## src/hdl/arc_pkg.sv

```systemverilog
// ----------------------------------------------------------------------------
// arc_pkg
// Shared codes, command type and checksum function for the register front end.
// ----------------------------------------------------------------------------
`default_nettype none

package arc_pkg;

    localparam int MEM_ADDR_BITS = 12;

    localparam logic [31:0] CRC_POLY       = 32'hEDB88320;
    localparam logic [7:0]  IMEM_FLAG_BYTE = 8'h80;
    localparam int          ERR_SHIFT      = 16;
    localparam logic [1:0]  ALERT_MASK     = 2'b11;
    localparam logic [15:0] MEM_ADDR_MASK  = 16'((32'd1 << MEM_ADDR_BITS) - 32'd1);

    localparam logic [2:0] OP_REG_READ  = 3'd0;
    localparam logic [2:0] OP_REG_WRITE = 3'd1;
    localparam logic [2:0] OP_IMEM_WR   = 3'd2;
    localparam logic [2:0] OP_DMEM_WR   = 3'd3;
    localparam logic [2:0] OP_DONE      = 3'd4;

    localparam logic [3:0] REG_INTR_STATE  = 4'd0;
    localparam logic [3:0] REG_INTR_ENABLE = 4'd1;
    localparam logic [3:0] REG_INTR_TEST   = 4'd2;
    localparam logic [3:0] REG_ALERT_TEST  = 4'd3;
    localparam logic [3:0] REG_CMD         = 4'd4;
    localparam logic [3:0] REG_CTRL        = 4'd5;
    localparam logic [3:0] REG_STATUS      = 4'd6;
    localparam logic [3:0] REG_ERR_BITS    = 4'd7;
    localparam logic [3:0] REG_FATAL_CAUSE = 4'd8;
    localparam logic [3:0] REG_INSN_CNT    = 4'd9;
    localparam logic [3:0] REG_LOAD_CRC    = 4'd10;

    localparam logic [2:0] KIND_NOP   = 3'd0;
    localparam logic [2:0] KIND_READ  = 3'd1;
    localparam logic [2:0] KIND_WRITE = 3'd2;
    localparam logic [2:0] KIND_LOAD  = 3'd3;
    localparam logic [2:0] KIND_DONE  = 3'd4;

    localparam int QUEUE_DEPTH    = 2;
    localparam int QUEUE_PTR_BITS = (QUEUE_DEPTH > 1) ? $clog2(QUEUE_DEPTH) : 1;
    localparam int QUEUE_CNT_BITS = $clog2(QUEUE_DEPTH + 1);

    typedef struct packed {
        logic [2:0]  kind;
        logic [3:0]  reg_idx;
        logic        owned;
        logic [15:0] msg_addr;
        logic [31:0] data;
    } t_cmd;

    function automatic logic [31:0] crc32_msg(input logic [31:0] crc, input logic [47:0] msg);
        logic [31:0] c;
        logic        fb;
        c = ~crc;
        for (int j = 0; j < 6; j++) begin
            for (int k = 0; k < 8; k++) begin
                fb = c[0] ^ msg[40 - 8 * j + k];
                c  = (c >> 1) ^ (fb ? CRC_POLY : 32'd0);
            end
        end
        return ~c;
    endfunction

endpackage

`default_nettype wire

```

## src/hdl/arc_if.sv

```systemverilog
// ----------------------------------------------------------------------------
// arc_if
// Request and result channels of the register front end.
// ----------------------------------------------------------------------------
`default_nettype none

interface arc_in_if;
    logic        valid;
    logic        ready;
    logic [2:0]  operation;
    logic [3:0]  reg_index;
    logic [11:0] mem_word_address;
    logic [31:0] data_word;
    logic        mem_accepted;
    logic        engine_locked;

    modport source (output valid, output operation, output reg_index,
                    output mem_word_address, output data_word, output mem_accepted,
                    output engine_locked, input ready);
    modport sink (input valid, input operation, input reg_index,
                  input mem_word_address, input data_word, input mem_accepted,
                  input engine_locked, output ready);
endinterface

interface arc_out_if;
    logic        valid;
    logic        ready;
    logic [31:0] read_data;
    logic        engine_owned;
    logic        intr_done;
    logic        alert;
    logic [31:0] checksum_out;

    modport source (output valid, output read_data, output engine_owned,
                    output intr_done, output alert, output checksum_out, input ready);
    modport sink (input valid, input read_data, input engine_owned,
                  input intr_done, input alert, input checksum_out, output ready);
endinterface

`default_nettype wire

```

## src/hdl/accel_regs_with_load_crc.sv

```systemverilog
// ----------------------------------------------------------------------------
// accel_regs_with_load_crc
// Coprocessor register front end with a running load checksum.
// ----------------------------------------------------------------------------
// One request in, one result out, in order. A request is accepted every
// cycle while the two-entry command queue has room; it is stored in a queue
// entry, then executed into the result register. The back end executes one
// command per cycle while results are taken, including the full six-byte
// CRC-32 update of a memory write, so the rate is one request per cycle.
// The result register holds a finished result while the queue takes requests.
// ----------------------------------------------------------------------------
`default_nettype none

module accel_regs_with_load_crc (
    input  logic      i_clk,
    input  logic      i_rst_n,
    arc_in_if.sink    i_in,
    arc_out_if.source o_out
);

    arc_pkg::t_cmd front_cmd;
    arc_pkg::t_cmd queue_cmd;
    logic          push;
    logic          pop;
    logic          queue_full;
    logic          queue_empty;

    arc_front u_front (
        .i_in         (i_in),
        .i_queue_full (queue_full),
        .o_push       (push),
        .o_cmd        (front_cmd)
    );

    arc_queue u_queue (
        .i_clk   (i_clk),
        .i_rst_n (i_rst_n),
        .i_push  (push),
        .i_cmd   (front_cmd),
        .i_pop   (pop),
        .o_cmd   (queue_cmd),
        .o_full  (queue_full),
        .o_empty (queue_empty)
    );

    arc_back u_back (
        .i_clk         (i_clk),
        .i_rst_n       (i_rst_n),
        .i_queue_empty (queue_empty),
        .i_cmd         (queue_cmd),
        .o_pop         (pop),
        .o_out         (o_out)
    );

    a_reset_clears_out: assert property (@(posedge i_clk)
        !i_rst_n |=> !o_out.valid)
        else $error("result valid after reset");

    a_pop_needs_entry: assert property (@(posedge i_clk) disable iff (!i_rst_n)
        pop |-> !queue_empty)
        else $error("pop from empty queue");

    a_owned_reads_zero: assert property (@(posedge i_clk) disable iff (!i_rst_n)
        o_out.valid && o_out.engine_owned |-> o_out.read_data == 32'd0)
        else $error("engine owned access returned data");

    a_idle_latency: assert property (@(posedge i_clk) disable iff (!i_rst_n)
        i_in.valid && i_in.ready && queue_empty && !o_out.valid |-> ##2 o_out.valid)
        else $error("result missing two cycles after idle accept");

endmodule

`default_nettype wire

```

## src/hdl/arc_front.sv

```systemverilog
// ----------------------------------------------------------------------------
// arc_front
// Accept requests and classify them into commands for the back end.
// ----------------------------------------------------------------------------
`default_nettype none

module arc_front (
    arc_in_if.sink        i_in,
    input  logic          i_queue_full,
    output logic          o_push,
    output arc_pkg::t_cmd o_cmd
);

    logic        engine_reg;
    logic [15:0] addr16;

    assign i_in.ready = !i_queue_full;
    assign o_push     = i_in.valid && !i_queue_full;

    always_comb begin
        engine_reg = i_in.reg_index inside {arc_pkg::REG_CTRL, arc_pkg::REG_STATUS,
                                            arc_pkg::REG_ERR_BITS, arc_pkg::REG_INSN_CNT};
        addr16 = {4'b0000, i_in.mem_word_address} & arc_pkg::MEM_ADDR_MASK;
        if (i_in.operation == arc_pkg::OP_IMEM_WR) begin
            addr16 = addr16 | {arc_pkg::IMEM_FLAG_BYTE, 8'h00};
        end

        o_cmd          = '0;
        o_cmd.reg_idx  = i_in.reg_index;
        o_cmd.data     = i_in.data_word;
        o_cmd.msg_addr = addr16;
        o_cmd.kind     = arc_pkg::KIND_NOP;

        case (i_in.operation)
            arc_pkg::OP_REG_READ: begin
                o_cmd.kind  = arc_pkg::KIND_READ;
                o_cmd.owned = engine_reg;
            end
            arc_pkg::OP_REG_WRITE: begin
                if (!i_in.engine_locked) begin
                    o_cmd.kind  = arc_pkg::KIND_WRITE;
                    o_cmd.owned = engine_reg;
                end
            end
            arc_pkg::OP_IMEM_WR, arc_pkg::OP_DMEM_WR: begin
                if (i_in.mem_accepted) begin
                    o_cmd.kind = arc_pkg::KIND_LOAD;
                end
            end
            arc_pkg::OP_DONE: begin
                o_cmd.kind = arc_pkg::KIND_DONE;
            end
            default: begin
                o_cmd.kind = arc_pkg::KIND_NOP;
            end
        endcase
    end

endmodule

`default_nettype wire

```

## src/hdl/arc_queue.sv

```systemverilog
// ----------------------------------------------------------------------------
// arc_queue
// Short command queue between the front and back ends.
// ----------------------------------------------------------------------------
`default_nettype none

module arc_queue (
    input  logic          i_clk,
    input  logic          i_rst_n,
    input  logic          i_push,
    input  arc_pkg::t_cmd i_cmd,
    input  logic          i_pop,
    output arc_pkg::t_cmd o_cmd,
    output logic          o_full,
    output logic          o_empty
);

    arc_pkg::t_cmd                       r_mem [arc_pkg::QUEUE_DEPTH];
    logic [arc_pkg::QUEUE_PTR_BITS-1:0]  r_wr_ptr, n_wr_ptr;
    logic [arc_pkg::QUEUE_PTR_BITS-1:0]  r_rd_ptr, n_rd_ptr;
    logic [arc_pkg::QUEUE_CNT_BITS-1:0]  r_count, n_count;
    logic                                do_push, do_pop;

    localparam logic [arc_pkg::QUEUE_PTR_BITS-1:0] LAST_PTR =
        arc_pkg::QUEUE_PTR_BITS'(arc_pkg::QUEUE_DEPTH - 1);
    localparam logic [arc_pkg::QUEUE_CNT_BITS-1:0] FULL_CNT =
        arc_pkg::QUEUE_CNT_BITS'(arc_pkg::QUEUE_DEPTH);

    assign o_full  = (r_count == FULL_CNT);
    assign o_empty = (r_count == '0);
    assign o_cmd   = r_mem[r_rd_ptr];
    assign do_push = i_push && !o_full;
    assign do_pop  = i_pop && !o_empty;

    always_comb begin
        n_wr_ptr = r_wr_ptr;
        n_rd_ptr = r_rd_ptr;
        n_count  = r_count;
        if (do_push) begin
            n_wr_ptr = (r_wr_ptr == LAST_PTR) ? '0 : r_wr_ptr + 1'b1;
        end
        if (do_pop) begin
            n_rd_ptr = (r_rd_ptr == LAST_PTR) ? '0 : r_rd_ptr + 1'b1;
        end
        if (do_push && !do_pop) begin
            n_count = r_count + 1'b1;
        end else if (do_pop && !do_push) begin
            n_count = r_count - 1'b1;
        end
    end

    always_ff @(posedge i_clk) begin
        if (!i_rst_n) begin
            r_wr_ptr <= '0;
            r_rd_ptr <= '0;
            r_count  <= '0;
        end else begin
            r_wr_ptr <= n_wr_ptr;
            r_rd_ptr <= n_rd_ptr;
            r_count  <= n_count;
        end
    end

    always_ff @(posedge i_clk) begin
        if (do_push) begin
            r_mem[r_wr_ptr] <= i_cmd;
        end
    end

endmodule

`default_nettype wire

```

## src/hdl/arc_back.sv

```systemverilog
// ----------------------------------------------------------------------------
// arc_back
// Execute commands against the register state and register the result.
// ----------------------------------------------------------------------------
`default_nettype none

module arc_back (
    input  logic          i_clk,
    input  logic          i_rst_n,
    input  logic          i_queue_empty,
    input  arc_pkg::t_cmd i_cmd,
    output logic          o_pop,
    arc_out_if.source     o_out
);

    logic        r_pend, n_pend;
    logic        r_enable, n_enable;
    logic [1:0]  r_alert_bits, n_alert_bits;
    logic [15:0] r_fatal, n_fatal;
    logic [31:0] r_crc, n_crc;
    logic [31:0] n_rdata;

    logic        r_out_valid;
    logic [31:0] r_rdata;
    logic        r_owned;
    logic        r_irq;
    logic        r_alert;
    logic [31:0] r_checksum;

    assign o_pop = !i_queue_empty && (!r_out_valid || o_out.ready);

    always_comb begin
        n_pend       = r_pend;
        n_enable     = r_enable;
        n_alert_bits = r_alert_bits;
        n_fatal      = r_fatal;
        n_crc        = r_crc;
        n_rdata      = '0;
        case (i_cmd.kind)
            arc_pkg::KIND_READ: begin
                case (i_cmd.reg_idx)
                    arc_pkg::REG_INTR_STATE:  n_rdata = {31'd0, r_pend};
                    arc_pkg::REG_INTR_ENABLE: n_rdata = {31'd0, r_enable};
                    arc_pkg::REG_FATAL_CAUSE: n_rdata = {16'd0, r_fatal};
                    arc_pkg::REG_LOAD_CRC:    n_rdata = r_crc;
                    default:                  n_rdata = '0;
                endcase
            end
            arc_pkg::KIND_WRITE: begin
                case (i_cmd.reg_idx)
                    arc_pkg::REG_INTR_STATE: begin
                        if (i_cmd.data[0]) n_pend = 1'b0;
                    end
                    arc_pkg::REG_INTR_ENABLE: n_enable = i_cmd.data[0];
                    arc_pkg::REG_INTR_TEST: begin
                        if (i_cmd.data[0]) n_pend = 1'b1;
                    end
                    arc_pkg::REG_ALERT_TEST:
                        n_alert_bits = r_alert_bits | (i_cmd.data[1:0] & arc_pkg::ALERT_MASK);
                    arc_pkg::REG_LOAD_CRC: n_crc = i_cmd.data;
                    default: ;
                endcase
            end
            arc_pkg::KIND_LOAD: begin
                n_crc = arc_pkg::crc32_msg(r_crc, {i_cmd.msg_addr, i_cmd.data});
            end
            arc_pkg::KIND_DONE: begin
                n_fatal = r_fatal | 16'(i_cmd.data >> arc_pkg::ERR_SHIFT);
                n_pend  = 1'b1;
            end
            default: ;
        endcase
    end

    always_ff @(posedge i_clk) begin
        if (!i_rst_n) begin
            r_pend       <= 1'b0;
            r_enable     <= 1'b0;
            r_alert_bits <= '0;
            r_fatal      <= '0;
            r_crc        <= '0;
            r_out_valid  <= 1'b0;
        end else begin
            if (o_pop) begin
                r_pend       <= n_pend;
                r_enable     <= n_enable;
                r_alert_bits <= n_alert_bits;
                r_fatal      <= n_fatal;
                r_crc        <= n_crc;
                r_out_valid  <= 1'b1;
            end else if (o_out.ready) begin
                r_out_valid  <= 1'b0;
            end
        end
    end

    always_ff @(posedge i_clk) begin
        if (o_pop) begin
            r_rdata    <= n_rdata;
            r_owned    <= i_cmd.owned;
            r_irq      <= n_pend & n_enable;
            r_alert    <= (n_alert_bits != '0) || (n_fatal != '0);
            r_checksum <= n_crc;
        end
    end

    assign o_out.valid        = r_out_valid;
    assign o_out.read_data    = r_rdata;
    assign o_out.engine_owned = r_owned;
    assign o_out.intr_done    = r_irq;
    assign o_out.alert        = r_alert;
    assign o_out.checksum_out = r_checksum;

endmodule

`default_nettype wire
```

## src/flat_wrapper.sv

```systemverilog
// flat-port wrapper written by rule: the top's interface ports become plain ports
module accel_regs_with_load_crc_flat 
  (i_clk, i_rst_n, i_in_valid, i_in_operation, i_in_reg_index, i_in_mem_word_address, i_in_data_word, i_in_mem_accepted, i_in_engine_locked, i_in_ready, o_out_valid, o_out_read_data, o_out_engine_owned, o_out_intr_done, o_out_alert, o_out_checksum_out, o_out_ready);
  arc_in_if i_in_i ();
  arc_out_if o_out_i ();
  input  logic i_clk;
  input  logic i_rst_n;
  input wire logic [$bits(i_in_i.valid)-1:0] i_in_valid;
  input wire logic [$bits(i_in_i.operation)-1:0] i_in_operation;
  input wire logic [$bits(i_in_i.reg_index)-1:0] i_in_reg_index;
  input wire logic [$bits(i_in_i.mem_word_address)-1:0] i_in_mem_word_address;
  input wire logic [$bits(i_in_i.data_word)-1:0] i_in_data_word;
  input wire logic [$bits(i_in_i.mem_accepted)-1:0] i_in_mem_accepted;
  input wire logic [$bits(i_in_i.engine_locked)-1:0] i_in_engine_locked;
  output wire logic [$bits(i_in_i.ready)-1:0] i_in_ready;
  output wire logic [$bits(o_out_i.valid)-1:0] o_out_valid;
  output wire logic [$bits(o_out_i.read_data)-1:0] o_out_read_data;
  output wire logic [$bits(o_out_i.engine_owned)-1:0] o_out_engine_owned;
  output wire logic [$bits(o_out_i.intr_done)-1:0] o_out_intr_done;
  output wire logic [$bits(o_out_i.alert)-1:0] o_out_alert;
  output wire logic [$bits(o_out_i.checksum_out)-1:0] o_out_checksum_out;
  input wire logic [$bits(o_out_i.ready)-1:0] o_out_ready;
  assign i_in_i.valid = i_in_valid;
  assign i_in_i.operation = i_in_operation;
  assign i_in_i.reg_index = i_in_reg_index;
  assign i_in_i.mem_word_address = i_in_mem_word_address;
  assign i_in_i.data_word = i_in_data_word;
  assign i_in_i.mem_accepted = i_in_mem_accepted;
  assign i_in_i.engine_locked = i_in_engine_locked;
  assign i_in_ready = i_in_i.ready;
  assign o_out_valid = o_out_i.valid;
  assign o_out_read_data = o_out_i.read_data;
  assign o_out_engine_owned = o_out_i.engine_owned;
  assign o_out_intr_done = o_out_i.intr_done;
  assign o_out_alert = o_out_i.alert;
  assign o_out_checksum_out = o_out_i.checksum_out;
  assign o_out_i.ready = o_out_ready;
  accel_regs_with_load_crc u_core (.i_clk(i_clk), .i_rst_n(i_rst_n), .i_in(i_in_i), .o_out(o_out_i));
endmodule
```

## config.mk

```make
export PLATFORM = sky130hd
export DESIGN_NAME = accel_regs_with_load_crc_flat
export DESIGN_NICKNAME = d
export VERILOG_FILES = /design/src/hdl/arc_pkg.sv /design/src/hdl/arc_if.sv /design/src/hdl/accel_regs_with_load_crc.sv /design/src/hdl/arc_front.sv /design/src/hdl/arc_queue.sv /design/src/hdl/arc_back.sv /design/src/flat_wrapper.sv
export SDC_FILE = /design/constraint.sdc
export NUM_CORES = 1
export LEC_CHECK = 0
export BUFFER_PORTS_ARGS = -buffer_cell sky130_fd_sc_hd__buf_2
export CELL_PAD_IN_SITES_DETAIL_PLACEMENT = 0
export CELL_PAD_IN_SITES_GLOBAL_PLACEMENT = 2
export CORE_ASPECT_RATIO = 2
export CORE_UTILIZATION = 43
export CTS_CLUSTER_SIZE = 16
export DETAILED_ROUTE_END_ITERATION = 8
export PLACE_DENSITY_LB_ADDON = 0.12
export SKIP_CTS_REPAIR_TIMING = 1
export SYNTH_ARGS = -nofsm -noshare
export SYNTH_HDL_FRONTEND = slang
export SYNTH_SLANG_ARGS = --single-unit
```

## constraint.sdc

```tcl
create_clock -name i_clk -period 6.6 [get_ports i_clk]
set_input_delay 0 -clock i_clk [delete_from_list [all_inputs] [get_ports i_clk]]
set_output_delay 0 -clock i_clk [all_outputs]
set_load 0.05 [all_outputs]
```

==> results.cfg, run 1 <==
[floorplan]
initial_core_util = 0.4370
die_w_um = 131.1
core-area_sq_um = 32810
num_rows = 94
dieHeight_um = 260.3
io_pins = 126
die_area_sq_um = 34130

[synthesis]
synth_top_area_share = 0.3622
synth_seq_area_share = 0.4432
syn_area_per_cell_sq_um = 13.34
yosysUniqueCellTypes = 63
async_flop_share = 0
yosys_warnings = 0
syn-instance-count = 1075
synth_nets = 1133
yosys.area.top_type = edfxtp_1
yosysMostFrequentCell = xnor2_1
netlist_area_sq_um = 14340
synth_ff_type = edfxtp_1
synth_seq_cells = 231
synth.top_cells.by_count = 198 x xnor2_1, 173 x edfxtp_1, 90 x nor2_1
synth_edf_count = 173
synthTopCellsByArea = edfxtp_1 36%, xnor2_1 12%, xnor3_1 12%

[drt]
ant_nets = 0
vias_per_cell = 5.209
drt_iter0_markers = 518
vias = 9059
drcViolationCount = 0
firstDrtPassIters = 5
routedWlPerCell_um = 26.15
postRouteWirelength_um = 45480

[sta]
rsz0062_at_grt = no
tns_ns = 0
finalHoldViolations = 0
slew_violations = 0
setup_violations = 0
fin_crit_ns = 6.062
min_period_over_period = 0.9185
fmax_ghz = 0.1650
max_slew_margin = 0.1272
skew_ns = 0.04010
worst_pin_slew_ns = 1.304

[global_routing]
grt_pass1_vias = 9209
antenna_found_initial = 0
grt_overflow = 0
grt_usage = 0.2661
grt_max_degree = 79
grt_pass1_wl_um = 63840

[worst_setup_path]
cp-start-kind = flop
crit_path_top_delay_cell = xor3_2
cp_common_cell = xnor2_1
arrival_ns = 6.52
crit_family = XOR/XNOR gates
crit_type = reg -> reg
path_cells = buf_4 > mux2i_4 > xnor2_1 > xnor2_2 > xnor3_2 > xnor2_4 > xor3_2 > xnor3_1 > xnor2_2 > xnor3_1 > xnor2_1 > xnor2_1 > o221a_2 > nand2_1 > a21boi_1
cp_num_buf_inv = 1
cp-end-kind = flop
max_stage_delay_ns = 0.64
path_max_fanout = 17
crit_required_ns = 7.05

[layout]
fill_cells = 2882
multi_input_area_sq_um = 7782
num_antenna_cells = 0
nets = 1350
seq_area_sq_um = 6360
final_layout_size_suffix_gt1_frac = 0.2196
areaGrowthSynthToFinish_pct = 19.00

[clock_network]
cts-buffers-inserted = 22
cts-root-buf = clkbuf_16
clock-sinks = 231
cts_tree = built
clk_pin_slew_ns = 0.07
htree_levels = 1
cts_buffer_depth = 3
clock_latency_ns = 0.55

[placement]
place_congestion = 0.9724
port_buffers = 125
dp_hpwl_um = 35610

[flow_run]
drv_cap = 0

[worst_hold_path]
hp-class = in -> reg

[run_status]
status = finished clean
-- layout make-up --
cell class                      count  share of cell area
Inverter                            6            0.001466
Clock buffer                       25             0.03292
Clock inverter                     14             0.01276
Sequential cell                   231              0.3727
Multi-Input combinational cell    798              0.4560
Tap cell                          432             0.03167
Timing Repair Buffer              233             0.09252
-- kinds of logic (layout without fill, tap and decap cells) --
family                     Yosys count  after routing  synth area share
DFF                                231            231            0.4432
adders and majority gates            1              1         0.0008723
muxes                               57             57           0.04493
and+or+nand+nor                    247            247           0.07992
AOI/OAI and AO/OA                  103            103           0.05226
xor gates and xnor gates           390            390            0.3638
buffers and inverters               46            278           0.01501
-- layer usage --
layer | wire length (um) | vias to the layer above | track usage | share of wire
met5 | 0 | - | 0 | 0
li1 | - | 4231 | - | -
met3 | 1416 | 106 | 0.02817 | 0.031
met4 | 3602 | 0 | 0.1954 | 0.079
met1 | 15380 | 4480 | 0.2641 | 0.34
met2 | 25080 | 242 | 0.5090 | 0.55
-- metrics by stage --
stage / utilization / worst slack [ns] / cell area (sq um) / std cells / hold WS [ns]
after floorplan: - / 1.604 / 14340 / 1075 / 0.09887
after global placement: 0.4790 / 0.5024 / 15720 / 1643 / 0.1876
after detailed placement: 0.4790 / 0.4850 / 15720 / 1643 / 0.1910
after CTS: 0.5027 / 0.4720 / 16500 / 1682 / -0.3739
after global routing: 0.5201 / 0.2565 / 17070 / 1739 / 0.1300
final: 0.5201 / 0.5381 / 17070 / 1739 / 0.1190
-- final timing paths --
path,startpoint,endpoint,cells past startpoint,slack (ns)
max,flop,u_core.u_back.r_crc[13]$_SDFFE_PN0P_,15,0.54
min,i_rst_n,u_core.u_back.r_fatal[7]$_SDFFE_PN0P_,3,0.12
max reg2reg,flop,u_core.u_back.r_crc[13]$_SDFFE_PN0P_,15,0.54
min reg2reg,u_core.u_back.r_crc[29]$_SDFFE_PN0P_,u_core.u_back.r_crc[29]$_SDFFE_PN0P_,2,0.47
-- flip-flops by register name (all words and copies together) (netlist names), named ones only --
name	cells
u_core.u_back.r_enable	1
u_core.u_queue.r_wr_ptr	1
u_core.u_queue.r_rd_ptr	1
u_core.u_back.o_out.valid	1
u_core.u_back.r_fatal	16
u_core.u_back.o_out.checksum_out	32
u_core.u_back.o_out.read_data	32
u_core.u_back.o_out.engine_owned	1
u_core.u_queue.r_count	2
u_core.u_back.r_alert_bits	2
u_core.u_back.r_crc	32
u_core.u_back.o_out.alert	1
u_core.u_queue.r_mem	106
u_core.u_back.o_out.intr_done	1
u_core.u_back.r_pend	1
-- worst min-delay path: stages --
cell and delay, ns:
buf_2 0.10, buf_4 0.32, o21a_1 0.19
-- cell usage in the layout (no fill, tap or decap), types with 6 or more instances in the layout --
cell	synthesis	routed
xnor3_1	77	77
xor2_1	53	53
mux2i_1	41	41
nand4_1	7	7
xor3_1	14	14
o21a_1	19	19
edfxtp_1	173	173
nor3b_1	24	24
dlygate4sd3_1	0	57
nor2_1	90	89
nor4_1	6	6
o21ai_0	10	10
nand2_1	80	80
xor2_2	12	12
nor3_1	6	6
a21oi_1	24	24
xnor2_2	18	18
xnor2_1	198	198
buf_4	0	51
dfxtp_1	58	57
and2_1	22	22
mux2i_2	8	8
clkbuf_16	0	22
o221ai_1	22	22
buf_2	2	125
Power of run 1 is left out: the tool's default activity adds up to more than one toggle a clock period on the data nets, which glitch-free logic cannot reach.
==> inputs of run 2 (changes only) <==
--- a/config.mk
+++ b/config.mk
@@ -5,13 +5,12 @@
 export SDC_FILE = /design/constraint.sdc
 export NUM_CORES = 1
 export LEC_CHECK = 0
-export BUFFER_PORTS_ARGS = -buffer_cell sky130_fd_sc_hd__buf_2
 export CELL_PAD_IN_SITES_DETAIL_PLACEMENT = 0
 export CELL_PAD_IN_SITES_GLOBAL_PLACEMENT = 2
-export CORE_ASPECT_RATIO = 2
-export CORE_UTILIZATION = 43
+export CORE_UTILIZATION = 46
 export CTS_CLUSTER_SIZE = 16
 export DETAILED_ROUTE_END_ITERATION = 8
+export DONT_BUFFER_PORTS = 1
 export PLACE_DENSITY_LB_ADDON = 0.12
 export SKIP_CTS_REPAIR_TIMING = 1
 export SYNTH_ARGS = -nofsm -noshare
==> run 2 against run 1 <==
  * Count of clock-buffer cells in the layout up 6
  * Design area shrank 3.0%
  * Global-route usage is 0.59 points lower
  * Die area down 6.6%
  * Non-clock buffer count is 108 lower
  * Core utilization up 2.0 points
  * Setup slack worse by 0.28 ns
  * Sequential share of layout area grew 1.1 points
  * Hold slack is essentially flat
  * Final cell count down 7.9%
  * Sequential cell count did not move
==> results.cfg, run 2 (synthesized netlist as in run 1, its figures left out) <==
[global_routing]
antenna_found_initial = 0
grt_max_degree = 64
grt_overflow = 0
grt_usage = 0.2602
grt_pass1_wl_um = 58260
grt_pass1_vias = 8493

[layout]
multi_input_area_sq_um = 7786
largest_reg_flops = 106
layout_commonest_cell = xnor2_1
fill_cells = 2629
top_register = u_core.u_queue.r_mem
num_antenna_cells = 0
final_cell_mix = 198 x xnor2_1, 173 x edfxtp_1, 89 x nor2_1
seq_area_sq_um = 6360
nets = 1245
final_layout_size_suffix_gt1_frac = 0.1461
areaGrowthSynthToFinish_pct = 15.49
stdcell_count = 1601

[drt]
drcViolationCount = 0
drt_iter0_markers = 694
postRouteWirelength_um = 40750
routedWlPerCell_um = 25.45
firstDrtPassIters = 5
ant_nets = 0
vias_per_cell = 5.442
vias = 8712

[sta]
min_period_over_period = 0.9616
fin_crit_ns = 6.347
slew_violations = 0
rsz0062_at_grt = no
tns_ns = 0
skew_ns = 0.02290
fmax_ghz = 0.1576
finalHoldViolations = 0
worst_pin_slew_ns = 1.164
max_slew_margin = 0.2210
setup_violations = 0

[worst_setup_path]
ff2ff_setup_slack_ns = 0.25
arrival_ns = 6.75
path_max_fanout = 23
cp-start-kind = flop
crit_required_ns = 7.01
crit_type = reg -> reg
cp-end-kind = flop

[clock_network]
cts-buffers-inserted = 25
clock_latency_ns = 0.53
cts_buffer_depth = 3
clk_pin_slew_ns = 0.06
clock-sinks = 231
cts_tree = built
htree_levels = 1
cts-root-buf = clkbuf_16

[floorplan]
io_pins = 126
die_w_um = 178.6
core-area_sq_um = 30670
num_rows = 64
dieHeight_um = 178.6
initial_core_util = 0.4676
die_area_sq_um = 31890

[placement]
dp_hpwl_um = 31060
port_buffers = 0
place_congestion = 0.9254
dpl.cell_count = 1496

[worst_hold_path]
hp-class = in -> reg

[run_status]
status = finished clean

[flow_run]
drv_cap = 0
## run 2: cell count changes in the layout (fill, tap and decap cells not counted), sizes merged
cell,before,now
buf,176,66
clkbuf,25,31
bufinv,5,1
clkinvlp,0,3
clkinv,7,9
dlygate4sd3,57,59
inv,8,7
## run 2: final timing paths
| check | end | cells after the start | startpoint |
|---|---|---|---|
| setup / recovery | u_core.u_back.r_crc[23]$_SDFFE_PN0P_ | 15 | flop |
| hold reg to reg | u_core.u_back.r_crc[29]$_SDFFE_PN0P_ | 2 | u_core.u_back.r_crc[29]$_SDFFE_PN0P_ |
| hold / removal | u_core.u_queue.r_mem[1][35]$_DFFE_PP_ | 1 | i_in_mem_word_address[3] |
| setup reg to reg | u_core.u_back.r_crc[23]$_SDFFE_PN0P_ | 15 | flop |
## run 2: final cells by class
cell class,count,area share
Clock buffer,31,0.04095
Multi-Input combinational cell,798,0.4701
Inverter,6,0.001511
Timing Repair Buffer,125,0.06754
Clock inverter,14,0.005968
Sequential cell,231,0.3840
Tap cell,396,0.02992
## run 2: per-stage QoR
| step | utilization | worst slack [ns] | area, sq um | hold slack (ns) |
|---|---|---|---|---|
| detailed placement | 0.4944 | 0.2788 | 15160 | 0.09896 |
| global placement | 0.4944 | 0.2726 | 15160 | 0.09894 |
| global route | 0.5400 | 0.07058 | 16560 | 0.1237 |
| CTS | 0.5197 | 0.1782 | 15940 | -0.4616 |
| finish | 0.5400 | 0.2535 | 16560 | 0.1188 |
| floorplan | - | 1.604 | 14340 | 0.09887 |
## run 2: worst max-delay path: stages, from the launching register on
cell and delay (ns):
dfxtp_4 0.62, buf_4 0.34, mux2i_2 0.40, xnor2_1 0.27, xnor3_1 0.55, xnor3_1 0.38, xnor3_2 0.44, xnor3_1 0.68
xnor3_2 0.64, xor2_4 0.27, xor2_4 0.44, xnor3_1 0.49, xnor2_1 0.28, o221ai_1 0.21, nor2_1 0.13, nor2_1 0.06
## run 2: metal layers
| metal | global-route usage | vias to the layer above | share of wire |
|---|---|---|---|
| met5 | 0 | - | 0 |
| met4 | 0.08934 | 0 | 0.038 |
| met3 | 0.03751 | 64 | 0.063 |
| met2 | 0.4052 | 356 | 0.45 |
| met1 | 0.3707 | 4264 | 0.45 |
| li1 | - | 4028 | - |
Power of run 2 is left out for the same reason.
